==> config.mk <==
export PLATFORM = sky130hd
export DESIGN_NAME = line_ending_converter_top
export DESIGN_NICKNAME = d
export VERILOG_FILES = /design/src/rtl/core/leconv_pkg.sv /design/src/rtl/core/leconv_front.sv /design/src/rtl/core/leconv_queue.sv /design/src/rtl/core/leconv_back.sv /design/src/rtl/core/line_ending_converter_top.sv
export SDC_FILE = /design/constraint.sdc
export NUM_CORES = 1
export LEC_CHECK = 0
export ABC_CLOCK_PERIOD_IN_PS = 3840
export BUFFER_PORTS_ARGS = -buffer_cell sky130_fd_sc_hd__buf_2
export CORE_ASPECT_RATIO = 0.8
export CORE_MARGIN = 3
export CORE_UTILIZATION = 55
export CTS_CLUSTER_DIAMETER = 60
export CTS_CLUSTER_SIZE = 20
export DETAILED_ROUTE_END_ITERATION = 10
export PLACE_DENSITY = 0.74
export REMOVE_ABC_BUFFERS = 1
export SLEW_MARGIN = 20
export SYNTH_ARGS = -nofsm -noshare
export SYNTH_HDL_FRONTEND = slang
export SYNTH_SLANG_ARGS = --single-unit
==> constraint.sdc <==
create_clock -name aclk -period 3.84 [get_ports aclk]
set_input_delay 0.192 -clock aclk [delete_from_list [all_inputs] [get_ports aclk]]
set_output_delay 0.192 -clock aclk [all_outputs]
set_load 0.1 [all_outputs]
==> src/rtl/core/leconv_pkg.sv <==
package leconv_pkg;

    // Stream limits.
    localparam int LINE_LIMIT  = 1024;
    localparam int RECORD_SIZE = 128;

    localparam int LEN_W   = $clog2(LINE_LIMIT);
    localparam int PHASE_W = $clog2(RECORD_SIZE);

    // Line length, counted in stored bytes, at which the too-long error fires; lines stay shorter.
    localparam logic [LEN_W:0]   LEN_MAX = (LEN_W + 1)'(LINE_LIMIT - 1);
    localparam logic [PHASE_W:0] REC_SZ  = (PHASE_W + 1)'(RECORD_SIZE);

    // Character codes.
    localparam logic [7:0] CH_NUL      = 8'h00;
    localparam logic [7:0] CH_LF       = 8'h0A;
    localparam logic [7:0] CH_CR       = 8'h0D;
    localparam logic [7:0] CH_SUB      = 8'h1A;
    localparam logic [7:0] BIN_LIMIT   = 8'h07;
    localparam logic [7:0] PARITY_MASK = 8'h7F;

    // Configuration register indexes.
    localparam int         CFG_IDX_W  = 1;
    localparam int         CFG_DATA_W = 3;
    localparam logic [CFG_IDX_W-1:0] CFG_MODE  = 1'b0;
    localparam logic [CFG_IDX_W-1:0] CFG_STRIP = 1'b1;

    // Request queue between front and back.
    localparam int QDEPTH = 2;
    localparam int QPTR_W = $clog2(QDEPTH);

    typedef enum logic [2:0] {
        MODE_UNIX  = 3'd0,
        MODE_DOS   = 3'd1,
        MODE_CPM   = 3'd2,
        MODE_MAC   = 3'd3,
        MODE_UNMAC = 3'd4
    } mode_t;

    typedef enum logic [1:0] {
        STAT_OK     = 2'd0,
        STAT_BINARY = 2'd1,
        STAT_LONG   = 2'd2
    } status_t;

    // One queued request: the final result, preceded by a CR byte when two is set.
    typedef struct packed {
        logic       two;
        logic [7:0] out_byte;
        logic       byte_valid;
        logic       file_done;
        status_t    status;
        logic [7:0] pad_count;
    } entry_t;

    // Queue status seen by its producer and consumer.
    typedef struct packed {
        logic full;
        logic empty;
    } qstat_t;

    // Advance the record phase by k output bytes, wrapping at the record size.
    function automatic logic [PHASE_W-1:0] phase_add(input logic [PHASE_W-1:0] p,
                                                     input logic [1:0] k);
        logic [PHASE_W:0] s;
        s = {1'b0, p} + (PHASE_W + 1)'(k);
        if (s >= REC_SZ) begin
            s = s - REC_SZ;
        end
        return s[PHASE_W-1:0];
    endfunction

    // SUB fill count that completes the current record.
    function automatic logic [7:0] pad_of(input logic [PHASE_W-1:0] p);
        logic [PHASE_W:0] d;
        d = REC_SZ - {1'b0, p};
        return 8'(d);
    endfunction

endpackage

==> src/rtl/core/leconv_front.sv <==
module leconv_front (
    input  logic                              aclk,
    input  logic                              aresetn,
    input  logic                              cfg_we,
    input  logic [leconv_pkg::CFG_IDX_W-1:0]  cfg_index,
    input  logic [leconv_pkg::CFG_DATA_W-1:0] cfg_data,
    input  logic                              s_valid,
    output logic                              s_ready,
    input  logic                              s_op,
    input  logic [7:0]                        s_in_byte,
    input  leconv_pkg::qstat_t                q_stat,
    output logic                              q_push,
    output leconv_pkg::entry_t                q_entry
);
    import leconv_pkg::*;

    logic [2:0]         mode_reg;
    logic               strip_reg;
    logic               held_cr_reg, held_cr_next;
    logic [LEN_W-1:0]   line_len_reg, line_len_next;
    logic [PHASE_W-1:0] phase_reg, phase_next;
    logic               finished_reg, finished_next;

    mode_t              eff_mode;
    logic               accept;
    logic               is_bad;
    logic [7:0]         c_eff;
    logic [7:0]         c_conv;
    logic [LEN_W:0]     len_inc;
    logic [PHASE_W-1:0] phase_cr;
    entry_t             ok_entry;
    entry_t             err_entry;

    // Configuration registers.
    always_ff @(posedge aclk) begin
        if (!aresetn) begin
            mode_reg  <= 3'd0;
            strip_reg <= 1'b0;
        end else if (cfg_we) begin
            case (cfg_index)
                CFG_MODE:  mode_reg  <= cfg_data;
                CFG_STRIP: strip_reg <= cfg_data[0];
                default: ;
            endcase
        end
    end

    // Per-file state.
    always_ff @(posedge aclk) begin
        if (!aresetn) begin
            held_cr_reg  <= 1'b0;
            line_len_reg <= '0;
            phase_reg    <= '0;
            finished_reg <= 1'b0;
        end else begin
            held_cr_reg  <= held_cr_next;
            line_len_reg <= line_len_next;
            phase_reg    <= phase_next;
            finished_reg <= finished_next;
        end
    end

    assign s_ready = !q_stat.full;
    assign accept  = s_valid && s_ready;

    // Unused mode codes behave as unix.
    assign eff_mode = (mode_reg > MODE_UNMAC) ? MODE_UNIX : mode_t'(mode_reg);

    // Byte classification and conversion.
    assign is_bad   = (s_in_byte < BIN_LIMIT) || s_in_byte[7];
    assign c_eff    = is_bad ? (s_in_byte & PARITY_MASK) : s_in_byte;
    assign c_conv   = (c_eff == CH_CR && eff_mode == MODE_UNMAC) ? CH_LF : c_eff;
    assign len_inc  = {1'b0, line_len_reg} + (LEN_W + 1)'(1);
    assign phase_cr = phase_add(phase_reg, {1'b0, held_cr_reg});

    // Closing result of a good file: a held CR goes out first.
    always_comb begin
        ok_entry            = '0;
        ok_entry.two        = held_cr_reg;
        ok_entry.file_done  = 1'b1;
        ok_entry.status     = STAT_OK;
        ok_entry.pad_count  = (eff_mode == MODE_CPM) ? pad_of(phase_cr) : 8'd0;
        err_entry           = '0;
        err_entry.file_done = 1'b1;
        err_entry.status    = STAT_BINARY;
    end

    // Classify the request and update the file state.
    always_comb begin
        held_cr_next  = held_cr_reg;
        line_len_next = line_len_reg;
        phase_next    = phase_reg;
        finished_next = finished_reg;
        q_push        = 1'b0;
        q_entry       = '0;

        if (accept) begin
            if (finished_reg) begin
                // Skipping the rest of a closed file until its end.
                if (s_op) begin
                    finished_next = 1'b0;
                end
            end else if (s_op || (!is_bad && s_in_byte == CH_SUB) ||
                         (is_bad && strip_reg && c_eff == CH_SUB)) begin
                q_push        = 1'b1;
                q_entry       = ok_entry;
                held_cr_next  = 1'b0;
                line_len_next = '0;
                phase_next    = '0;
                finished_next = !s_op;
            end else if (s_in_byte == CH_NUL) begin
                // NUL bytes vanish.
            end else if (is_bad && !strip_reg) begin
                q_push        = 1'b1;
                q_entry       = err_entry;
                held_cr_next  = 1'b0;
                line_len_next = '0;
                phase_next    = '0;
                finished_next = 1'b1;
            end else if (c_eff < BIN_LIMIT) begin
                // Stripped byte that falls into the control range is dropped.
            end else if (c_conv == CH_LF) begin
                q_push           = 1'b1;
                q_entry.byte_valid = 1'b1;
                q_entry.status   = STAT_OK;
                held_cr_next     = 1'b0;
                line_len_next    = '0;
                case (eff_mode)
                    MODE_DOS, MODE_CPM: begin
                        q_entry.two      = 1'b1;
                        q_entry.out_byte = CH_LF;
                        phase_next       = phase_add(phase_reg, 2'd2);
                    end
                    MODE_MAC: begin
                        q_entry.out_byte = CH_CR;
                        phase_next       = phase_add(phase_reg, 2'd1);
                    end
                    default: begin
                        q_entry.out_byte = CH_LF;
                        phase_next       = phase_add(phase_reg, 2'd1);
                    end
                endcase
            end else if (len_inc >= LEN_MAX) begin
                q_push           = 1'b1;
                q_entry          = err_entry;
                q_entry.status   = STAT_LONG;
                held_cr_next     = 1'b0;
                line_len_next    = '0;
                phase_next       = '0;
                finished_next    = 1'b1;
            end else begin
                line_len_next = len_inc[LEN_W-1:0];
                if (c_conv == CH_CR) begin
                    // A new CR is held; an older one goes out.
                    held_cr_next = 1'b1;
                    if (held_cr_reg) begin
                        q_push             = 1'b1;
                        q_entry.out_byte   = CH_CR;
                        q_entry.byte_valid = 1'b1;
                        phase_next         = phase_add(phase_reg, 2'd1);
                    end
                end else begin
                    held_cr_next       = 1'b0;
                    q_push             = 1'b1;
                    q_entry.two        = held_cr_reg;
                    q_entry.out_byte   = c_conv;
                    q_entry.byte_valid = 1'b1;
                    phase_next         = phase_add(phase_reg, {held_cr_reg, !held_cr_reg});
                end
            end
        end
    end

    // A request never leaves the front while the skip flag is set.
    assert property (@(posedge aclk) disable iff (!aresetn)
        (accept && finished_reg) |-> !q_push)
        else $error("front pushed a request while skipping a closed file");

    // A closed file leaves the per-file counters at zero.
    assert property (@(posedge aclk) disable iff (!aresetn)
        (q_push && q_entry.file_done) |=> (line_len_reg == '0 && phase_reg == '0 &&
                                           !held_cr_reg))
        else $error("file state not cleared after a closing result");

    // The line counter stays below the too-long threshold.
    assert property (@(posedge aclk) disable iff (!aresetn)
        ({1'b0, line_len_reg} < LEN_MAX))
        else $error("line length counter passed its limit");

endmodule

==> src/rtl/core/leconv_queue.sv <==
module leconv_queue (
    input  logic               aclk,
    input  logic               aresetn,
    input  logic               push,
    input  leconv_pkg::entry_t push_entry,
    input  logic               pop,
    output leconv_pkg::entry_t head,
    output leconv_pkg::qstat_t stat
);
    import leconv_pkg::*;

    entry_t            mem_reg [QDEPTH];
    logic [QPTR_W-1:0] wr_ptr_reg;
    logic [QPTR_W-1:0] rd_ptr_reg;
    logic [QPTR_W:0]   count_reg, count_next;

    assign stat.full  = (count_reg == (QPTR_W + 1)'(QDEPTH));
    assign stat.empty = (count_reg == '0);
    assign head       = mem_reg[rd_ptr_reg];

    // Pointers and fill count.
    always_comb begin
        count_next = count_reg;
        if (push && !pop) begin
            count_next = count_reg + (QPTR_W + 1)'(1);
        end else if (pop && !push) begin
            count_next = count_reg - (QPTR_W + 1)'(1);
        end
    end

    always_ff @(posedge aclk) begin
        if (!aresetn) begin
            wr_ptr_reg <= '0;
            rd_ptr_reg <= '0;
            count_reg  <= '0;
        end else begin
            count_reg <= count_next;
            if (push) begin
                wr_ptr_reg <= (wr_ptr_reg == QPTR_W'(QDEPTH - 1)) ? '0
                                                                   : wr_ptr_reg + QPTR_W'(1);
            end
            if (pop) begin
                rd_ptr_reg <= (rd_ptr_reg == QPTR_W'(QDEPTH - 1)) ? '0
                                                                   : rd_ptr_reg + QPTR_W'(1);
            end
        end
    end

    // Storage needs no reset.
    always_ff @(posedge aclk) begin
        if (push) begin
            mem_reg[wr_ptr_reg] <= push_entry;
        end
    end

    assert property (@(posedge aclk) disable iff (!aresetn)
        !(push && stat.full))
        else $error("request pushed into a full queue");

    assert property (@(posedge aclk) disable iff (!aresetn)
        !(pop && stat.empty))
        else $error("request popped from an empty queue");

endmodule

==> src/rtl/core/leconv_back.sv <==
module leconv_back (
    input  logic               aclk,
    input  logic               aresetn,
    input  leconv_pkg::entry_t head,
    input  leconv_pkg::qstat_t q_stat,
    output logic               q_pop,
    output logic               m_valid,
    input  logic               m_ready,
    output logic [7:0]         m_out_byte,
    output logic               m_byte_valid,
    output logic               m_file_done,
    output logic [1:0]         m_status,
    output logic [7:0]         m_pad_count,
    output logic               m_last
);
    import leconv_pkg::*;

    logic       m_valid_reg, m_valid_next;
    logic       second_reg, second_next;
    logic [7:0] out_byte_reg, out_byte_next;
    logic       byte_valid_reg, byte_valid_next;
    logic       file_done_reg, file_done_next;
    status_t    status_reg, status_next;
    logic [7:0] pad_reg, pad_next;
    logic       last_reg, last_next;
    logic       load;

    assign load = !m_valid_reg || m_ready;

    // Fill the output register from the queue head, one result a cycle while the receiver takes them.
    always_comb begin
        m_valid_next    = m_valid_reg;
        second_next     = second_reg;
        out_byte_next   = out_byte_reg;
        byte_valid_next = byte_valid_reg;
        file_done_next  = file_done_reg;
        status_next     = status_reg;
        pad_next        = pad_reg;
        last_next       = last_reg;
        q_pop           = 1'b0;
        if (load) begin
            m_valid_next = !q_stat.empty;
            if (!q_stat.empty) begin
                if (head.two && !second_reg) begin
                    // Leading CR of a two-result request.
                    second_next     = 1'b1;
                    out_byte_next   = CH_CR;
                    byte_valid_next = 1'b1;
                    file_done_next  = 1'b0;
                    status_next     = STAT_OK;
                    pad_next        = 8'd0;
                    last_next       = 1'b0;
                end else begin
                    second_next     = 1'b0;
                    q_pop           = 1'b1;
                    out_byte_next   = head.out_byte;
                    byte_valid_next = head.byte_valid;
                    file_done_next  = head.file_done;
                    status_next     = head.status;
                    pad_next        = head.pad_count;
                    last_next       = 1'b1;
                end
            end
        end
    end

    always_ff @(posedge aclk) begin
        if (!aresetn) begin
            m_valid_reg <= 1'b0;
            second_reg  <= 1'b0;
        end else begin
            m_valid_reg <= m_valid_next;
            second_reg  <= second_next;
        end
    end

    always_ff @(posedge aclk) begin
        out_byte_reg   <= out_byte_next;
        byte_valid_reg <= byte_valid_next;
        file_done_reg  <= file_done_next;
        status_reg     <= status_next;
        pad_reg        <= pad_next;
        last_reg       <= last_next;
    end

    assign m_valid      = m_valid_reg;
    assign m_out_byte   = out_byte_reg;
    assign m_byte_valid = byte_valid_reg;
    assign m_file_done  = file_done_reg;
    assign m_status     = status_reg;
    assign m_pad_count  = pad_reg;
    assign m_last       = last_reg;

    // While the second half of a request is pending, its entry is still queued.
    assert property (@(posedge aclk) disable iff (!aresetn)
        second_reg |-> !q_stat.empty)
        else $error("second result pending with an empty queue");

    // Only the leading CR of a request goes out without last.
    assert property (@(posedge aclk) disable iff (!aresetn)
        (m_valid && !m_last) |-> (m_byte_valid && m_out_byte == CH_CR && !m_file_done))
        else $error("non-final result is not a CR byte");

    // A closing result never carries a byte.
    assert property (@(posedge aclk) disable iff (!aresetn)
        (m_valid && m_file_done) |-> (!m_byte_valid && m_last))
        else $error("closing result carries a byte");

endmodule

==> src/rtl/core/line_ending_converter_top.sv <==
// Line-end converter for a byte stream.
// Input channel (s_*): one request per byte, s_op high marks end of file.
// Output channel (m_*): byte results and one closing result per file, with
// status and, in cpm mode, the SUB fill count; m_last ends each request's results.
// The user must write configuration (cfg_we, cfg_index, cfg_data) between files,
// not enforced by the block; index 0 sets the mode, index 1 the parity strip.
// A request's results are registered first in a queue entry, then in the
// output register. The output stage gives one result per cycle while the
// receiver takes them, so a request that yields two results (CR then another
// byte) occupies it for both; requests yielding none push nothing to the queue.
// The front classifies one request per cycle, while the queue is not full, into
// a two-entry queue; the back drains it into a single output register.
// When the receiver stalls the output holds, the queue fills, and s_ready
// drops once both queue entries are taken.
// Reset clears the mode to unix, strip off, the per-file state, the queue and
// the output valid; there is no clearing pass.
module line_ending_converter_top (
    input  logic                              aclk,
    input  logic                              aresetn,
    input  logic                              cfg_we,
    input  logic [leconv_pkg::CFG_IDX_W-1:0]  cfg_index,
    input  logic [leconv_pkg::CFG_DATA_W-1:0] cfg_data,
    input  logic                              s_valid,
    output logic                              s_ready,
    input  logic                              s_op,
    input  logic [7:0]                        s_in_byte,
    output logic                              m_valid,
    input  logic                              m_ready,
    output logic [7:0]                        m_out_byte,
    output logic                              m_byte_valid,
    output logic                              m_file_done,
    output logic [1:0]                        m_status,
    output logic [7:0]                        m_pad_count,
    output logic                              m_last
);
    import leconv_pkg::*;

    qstat_t q_stat;
    logic   q_push;
    logic   q_pop;
    entry_t q_entry;
    entry_t q_head;

    leconv_front u_front (
        .aclk      (aclk),
        .aresetn   (aresetn),
        .cfg_we    (cfg_we),
        .cfg_index (cfg_index),
        .cfg_data  (cfg_data),
        .s_valid   (s_valid),
        .s_ready   (s_ready),
        .s_op      (s_op),
        .s_in_byte (s_in_byte),
        .q_stat    (q_stat),
        .q_push    (q_push),
        .q_entry   (q_entry)
    );

    leconv_queue u_queue (
        .aclk       (aclk),
        .aresetn    (aresetn),
        .push       (q_push),
        .push_entry (q_entry),
        .pop        (q_pop),
        .head       (q_head),
        .stat       (q_stat)
    );

    leconv_back u_back (
        .aclk         (aclk),
        .aresetn      (aresetn),
        .head         (q_head),
        .q_stat       (q_stat),
        .q_pop        (q_pop),
        .m_valid      (m_valid),
        .m_ready      (m_ready),
        .m_out_byte   (m_out_byte),
        .m_byte_valid (m_byte_valid),
        .m_file_done  (m_file_done),
        .m_status     (m_status),
        .m_pad_count  (m_pad_count),
        .m_last       (m_last)
    );

endmodule
Word-level counts from Yosys, hierarchy flattened
Memory sizes are Yosys's and may differ from the RTL's. A register that Yosys moved wholly into a read port is not among the register bits. Cells that the tools add are included.

Div/mod/pow operators: 0. Eq/ne operators: 13. Shifts and indexed selects: 0. $mul: 0. Add/subtract/negate cells: 14. $lt $le $gt $ge: 8. Bitwise gates (word level): 3. Reductions and logical operators: 32. Multiplexer cells: 77.

Operators with widths (count): $mux W21 (6); $mux W7 (13); $mux W10 (8); $mux W1 (38); $ge A8 B8 Y1 const B (4); $mux W8 (4); $sub A7 B1 Y7 const B (4); $eq A8 B4 Y1 const B (3); $eq A8 B5 Y1 const B (2); $lt A8 B3 Y1 const B (2); $add A10 B1 Y11 const B (1); $ge A11 B10 Y1 const B (1); $mux W11 (1); $logic_not A1 Y1 (10); $logic_and A1 B1 Y1 (9); $mux W9 (1); $add A7 B1 Y8 (1); $add A7 B1 Y8 const B (1); $add A7 B2 Y8 (1); $add A7 B2 Y8 const B (1); $logic_not A8 Y1 (1); $sub A8 B7 Y8 const A (1); $eq A3 B2 Y1 const B (2); $mux W2 (3); 20 further kinds (29).

Output and inout bits: 23. Word-level logic and storage cells: 165. Bits in read-only memories: 0. Input bits: 18. Latch bits: 0. Register bits after elaboration: 50. Memories kept: 1. Bits in writable memories: 42.

Memories: u_queue.mem_reg (depth 2, width 21, read ports 1, clocked after memory_dff 1, wr ports 1, line leconv_queue.sv:12) `entry_t mem_reg [QDEPTH];`.

Depth between registers and ports, before layout
Depth in word-level cells: 20. Depth in mapped cells: 11. Depth with buffers taken out: 11.

Modules after synthesis
A second synthesis with hierarchy kept.

Cells, all modules: 421. Area, all modules: 4679.5 µm².

By module, submodules not included: leconv_front (instances 1, sequential area each 460.4 µm², cells an instance 280, area each 2078.2 µm²); leconv_queue (instances 1, sequential area each 1361.3 µm², cells an instance 87, area each 1726.7 µm²); leconv_back (instances 1, sequential area each 670.6 µm², cells an instance 54, area each 874.6 µm²).

Worst setup path before layout
No wires, ideal clock.

Path kind: register to register. From: register u_back.m_valid_reg, in the netlist u_back.m_valid. To: register u_queue.count_reg[1]. Period minus slack after synthesis: 3063 ps. Data arrival time: 2993 ps. Data required time: 3770 ps. Cell stages (with the launch flop): 7. Library setup time: 70 ps. Buffers on the path: 0. Setup slack: 777 ps. Path through: dfxtp_1 nor2b_1 nor2_1 nand2_1 ha_1 or3_1 a21oi_1.

Cells in the longest elaborated chain, start to end: 6. Elaborated cells between the ends (all ways): 8. Those cells by class: mux: 2; reduce/logical: 6.

Ends and longest elaborated chain: start, declared (line leconv_back.sv:18) `logic m_valid_reg, m_valid_next;`; start signal, assigned (line leconv_back.sv:72) `m_valid_reg <= m_valid_next;`; $logic_not A1 Y1 * (line leconv_back.sv:28) `assign load = !m_valid_reg || m_ready;`; $logic_or A1 B1 Y1 * (line leconv_back.sv:28); $mux W1 * (line leconv_back.sv:41) `if (load) begin`; $logic_not A1 Y1 (line leconv_queue.sv:24) `if (push && !pop) begin`; $logic_and A1 B1 Y1 (line leconv_queue.sv:24); $mux W2 / $reduce_bool A2 Y1 (equally long branches); end signal, assigned (line leconv_queue.sv:37) `count_reg <= count_next;`; end, declared (line leconv_queue.sv:15) `logic [QPTR_W:0] count_reg, count_next;`.

Mark *: on every way between the ends. The rest lies on a longest branch, timed or not. A chain may end at the register's enable or synchronous reset.

Final worst setup path
From: register u_front.line_len_reg[0]. To: register u_queue.count_reg[1].

Cells in the longest elaborated chain, start to end: 13. Elaborated cells between the ends (all ways): 15. Those cells by class: add/sub: 1; order compare: 1; mux: 9; reduce/logical: 4.

Ends and longest elaborated chain: start, declared (line leconv_front.sv:20) `logic [LEN_W-1:0] line_len_reg, line_len_next;`; start signal, assigned (line leconv_front.sv:57) `line_len_reg <= line_len_next;`; $add A10 B1 Y11 * (line leconv_front.sv:73) `assign len_inc = {1'b0, line_len_reg} + (LEN_W + 1)'(1);`; $ge A11 B10 Y1 * (line leconv_front.sv:143) `end else if (len_inc >= LEN_MAX) begin`; $mux W1 * (line leconv_front.sv:143); $mux W1 * (line leconv_front.sv:122) `end else if (c_conv == CH_LF) begin`; $mux W1 * (line leconv_front.sv:120) `end else if (c_eff < BIN_LIMIT) begin`; $mux W1 * (line leconv_front.sv:113) `end else if (is_bad && !strip_reg) begin`; $mux W1 * (line leconv_front.sv:111) `end else if (s_in_byte == CH_NUL) begin`; $mux W1 * (line leconv_front.sv:103) `end else if (s_op || (!is_bad && s_in_byte == CH_SUB) ||`; $mux W1 * (line leconv_front.sv:98) `if (finished_reg) begin`; $mux W1 * (line leconv_front.sv:97) `if (accept) begin`; via q_push (line line_ending_converter_top.sv:39) `logic q_push;`; $logic_not A1 Y1 (line leconv_queue.sv:26) `end else if (pop && !push) begin`; $logic_and A1 B1 Y1 (line leconv_queue.sv:26); $reduce_bool A2 Y1 (no source line).

Mark *: on every way through the listed nets, which the timed path passes. The rest lies on a longest branch.

==> out/results.ini <==
[status]
status=finished, final reports clean

[cts]
clkSlewWorstSetupHoldPaths_ns=0.10
cts_tree=done
cts.sinks=93
cts_buffers=9
clockRootBuffer=clkbuf_8
htreeDepth=3
cts_hold_buf=0
cts_buffer_depth=2
cts_resized=0
clock_latency_ns=0.37
cts_setup_buffers=0

[setup_path]
reg2reg_from=u_front.line_len_reg[0]$_SDFFE_PN0P_
critPathLaunchType=flip-flop
cp-endpoint=u_queue.count_reg[1]$_SDFFE_PN0P_
path_max_fanout=10
rrSetupSlack_ns=0.50
worstReg2RegEnd=u_queue.count_reg[1]$_SDFFE_PN0P_
ff2ff_path_depth=10
required_ns=4.13
worstPathArrival_ns=3.63
startpoint=u_front.line_len_reg[0]$_SDFFE_PN0P_
crit_path_end_kind=flip-flop
crit_type=reg -> reg

[synthesis]
synth_async_sr_flop_share_pct=0
synthXorXnorAreaFrac_pct=2.96
ys_ff_latch=93
synth-compound-area-share_pct=15.2
synth.distinct_cells=70
synth_adder_area_share_pct=3.06
syn_area_sq_um=4740
synth_ff_type=edfxtp_1
synth.area.mux_share_pct=6.12
syn-mean-instance-area_sq_um=10.9
netlist_instances=436
synth_top_family_by_area=simple AND/OR/NAND/NOR gates
yosys.area_share.simple_pct=17.2
synth_warnings=0
yosysSeqAreaShare_pct=52.6
synth_edf_count=63

[place]
place_congestion=0.984
dp_slack_ns=0.552
placed_cells=579
dp_hpwl_um=7790
port_buffers=40

[sta]
whs_ns=0.0618
tightestPinTransition_ns=0.895
timing.fmax_ghz=0.300
finalSetupViolCount=0
finalCriticalPeriod_ns=3.34
hold_viol=0
rsz0062_at_grt=no
finalClockSkew_ns=0.00995
finalCritPeriodShare_pct=86.9
tns_ns=0
maxSlewViolCount=0
relSlewSlack_pct=39.5
final.setup.worst_slack_ns=0.503

[worst_hold_path]
min_path_type=in -> reg

[floorplan]
fp.coreArea_sq_um=8160
die_y_um=89.0
io_pins=41
start_util_pct=58.1
die_w_um=110
num_rows=29
dieArea_sq_um=9780

[drt]
via_per_inst=6.02
vias=3580
first_pass_iters=5
drc=0
wl_per_cell_um=18.2
drtIter0Drc=270
totalWireLength_um=10800
final_antenna_net_count=0

[final_layout]
n_fill_cell=659
largest_reg_flops=42
nets=511
drive_above_1_share_pct=17.0
area_delta_synth_final_pct=11.6
mostFrequentLayoutCell=edfxtp_1
diodes=0
final_cells=595
final_cell_mix=edfxtp_1 (63), nor2_1 (48), buf_2 (40), nand2_1 (31), dfxtp_1 (30)

[global_route]
grt_overflow_total=0
grt_pass1_wl_um=17300
antenna_found_initial=0
grt_usage_pct=23.6
first_global_vias=3270
grt_max_degree=24

[power_and_ir_drop]
p_per_area_nw_per_um2=663
ir_worst_vdd_uv=615
p_leak_uw=0.00187

[flow_run]
maxCapViolCount=0

routing by layer:
metal  share of wire [%]  track usage (%)  routed length (um)
met1                  47             34.3                5030
met2                  44             35.9                4800
met3                 7.5             3.90                 806
met4                 1.6             8.15                 176
met5                   0                0                   0
cells in the mapped netlist (2+ instances only):
cell type	n	area (sq um)
xor2_1	6	52.6
nand4_1	5	31.3
o2111ai_1	2	17.5
a31oi_1	10	62.6
a41oi_1	2	17.5
and4_1	2	17.5
inv_1	15	56.3
a311oi_1	3	26.3
a2111oi_0	2	17.5
o21bai_1	2	15.0
nand3b_1	4	30.0
xnor2_1	10	87.6
and3b_1	2	17.5
ha_1	10	125
buf_2	5	25.0
a211o_1	2	17.5
nand3_1	16	80.1
nand2_1	31	116
a211oi_1	12	90.1
and3_1	8	50.1
o21ai_0	10	50.1
nor2b_1	5	31.3
nor4_1	5	31.3
nor4_2	2	25.0
a2111oi_2	2	30.0
o221ai_1	2	17.5
o211ai_1	2	15.0
a31o_2	2	17.5
a21oi_1	20	100
nor3_1	7	35.0
nor2_1	49	184
edfxtp_1	63	1890
dfxtp_1	30	601
nand2b_1	6	37.5
mux2i_1	29	290
clkbuf_1	10	37.5
or3_1	5	31.3
o21ai_1	2	10.0
and2_1	5	31.3
worst min-delay path by stage:
stage	slack, ns	endpoint	cells past startpoint	start
finish	0.06	u_front.mode_reg[2]$_SDFFE_PN0P_	3	cfg_data[2]
global placement	0.43	u_front.mode_reg[1]$_SDFFE_PN0P_	3	cfg_data[1]
global route	0.07	u_front.strip_reg$_SDFFE_PN0P_	3	cfg_data[0]
detailed placement	0.44	u_front.mode_reg[2]$_SDFFE_PN0P_	3	cfg_data[2]
CTS	0.05	u_front.mode_reg[2]$_SDFFE_PN0P_	3	cfg_data[2]
floorplan	0.34	u_front.mode_reg[0]$_SDFFE_PN0P_	2	cfg_data[0]
per-stage QoR:
step | area, sq um | total power (uW) | util, %
detailed placement | 5090 | 2860 | 62.3
finish | 5290 | 3510 | 64.8
global placement | 5090 | 2820 | 62.3
floorplan | 4670 | 2580 | -
CTS | 5290 | 3530 | 64.8
global route | 5290 | 3650 | 64.8
worst max-delay path, cell delays in order, from the launching register on:
cell	delay, ns
dfxtp_1	0.44
inv_1	0.09
ha_1	0.31
o21ba_2	0.20
or3_1	0.35
a211oi_4	0.49
a21boi_2	0.22
nor2_1	0.32
ha_1	0.32
or3_1	0.38
a21oi_1	0.14
logic make-up (layout without fill, tap and decap cells):
kind of cell	count (synthesis)	count (layout)
AOI/OAI and AO/OA	95	95
xor gates and xnor gates	16	16
adders and majority gates	11	11
buffers and inverters	32	82
DFF	93	93
muxes	29	29
other	1	2
and+or+nand+nor	159	159
power breakdown:
group | leakage (uW) | internal, uW | total [uW] | switching [uW]
clock | 0.000101 | 311 | 680 | 368
combinational | 0.000918 | 241 | 1430 | 1190
sequential | 0.000847 | 1320 | 1390 | 69.5
total | 0.00187 | 1880 | 3510 | 1630
cell type report:
class                           instances  area, sq um  share of cell area [%]
Timing Repair Buffer                   51          283                    5.34
Tap cell                              108          135                    2.55
Clock inverter                          7         81.3                    1.54
Inverter                               15         56.3                    1.06
Clock buffer                            9          124                    2.34
Sequential cell                        93         2490                    47.1
Multi-Input combinational cell        312         2120                    40.1
Note: power is estimated with default switching activity, not from simulation.
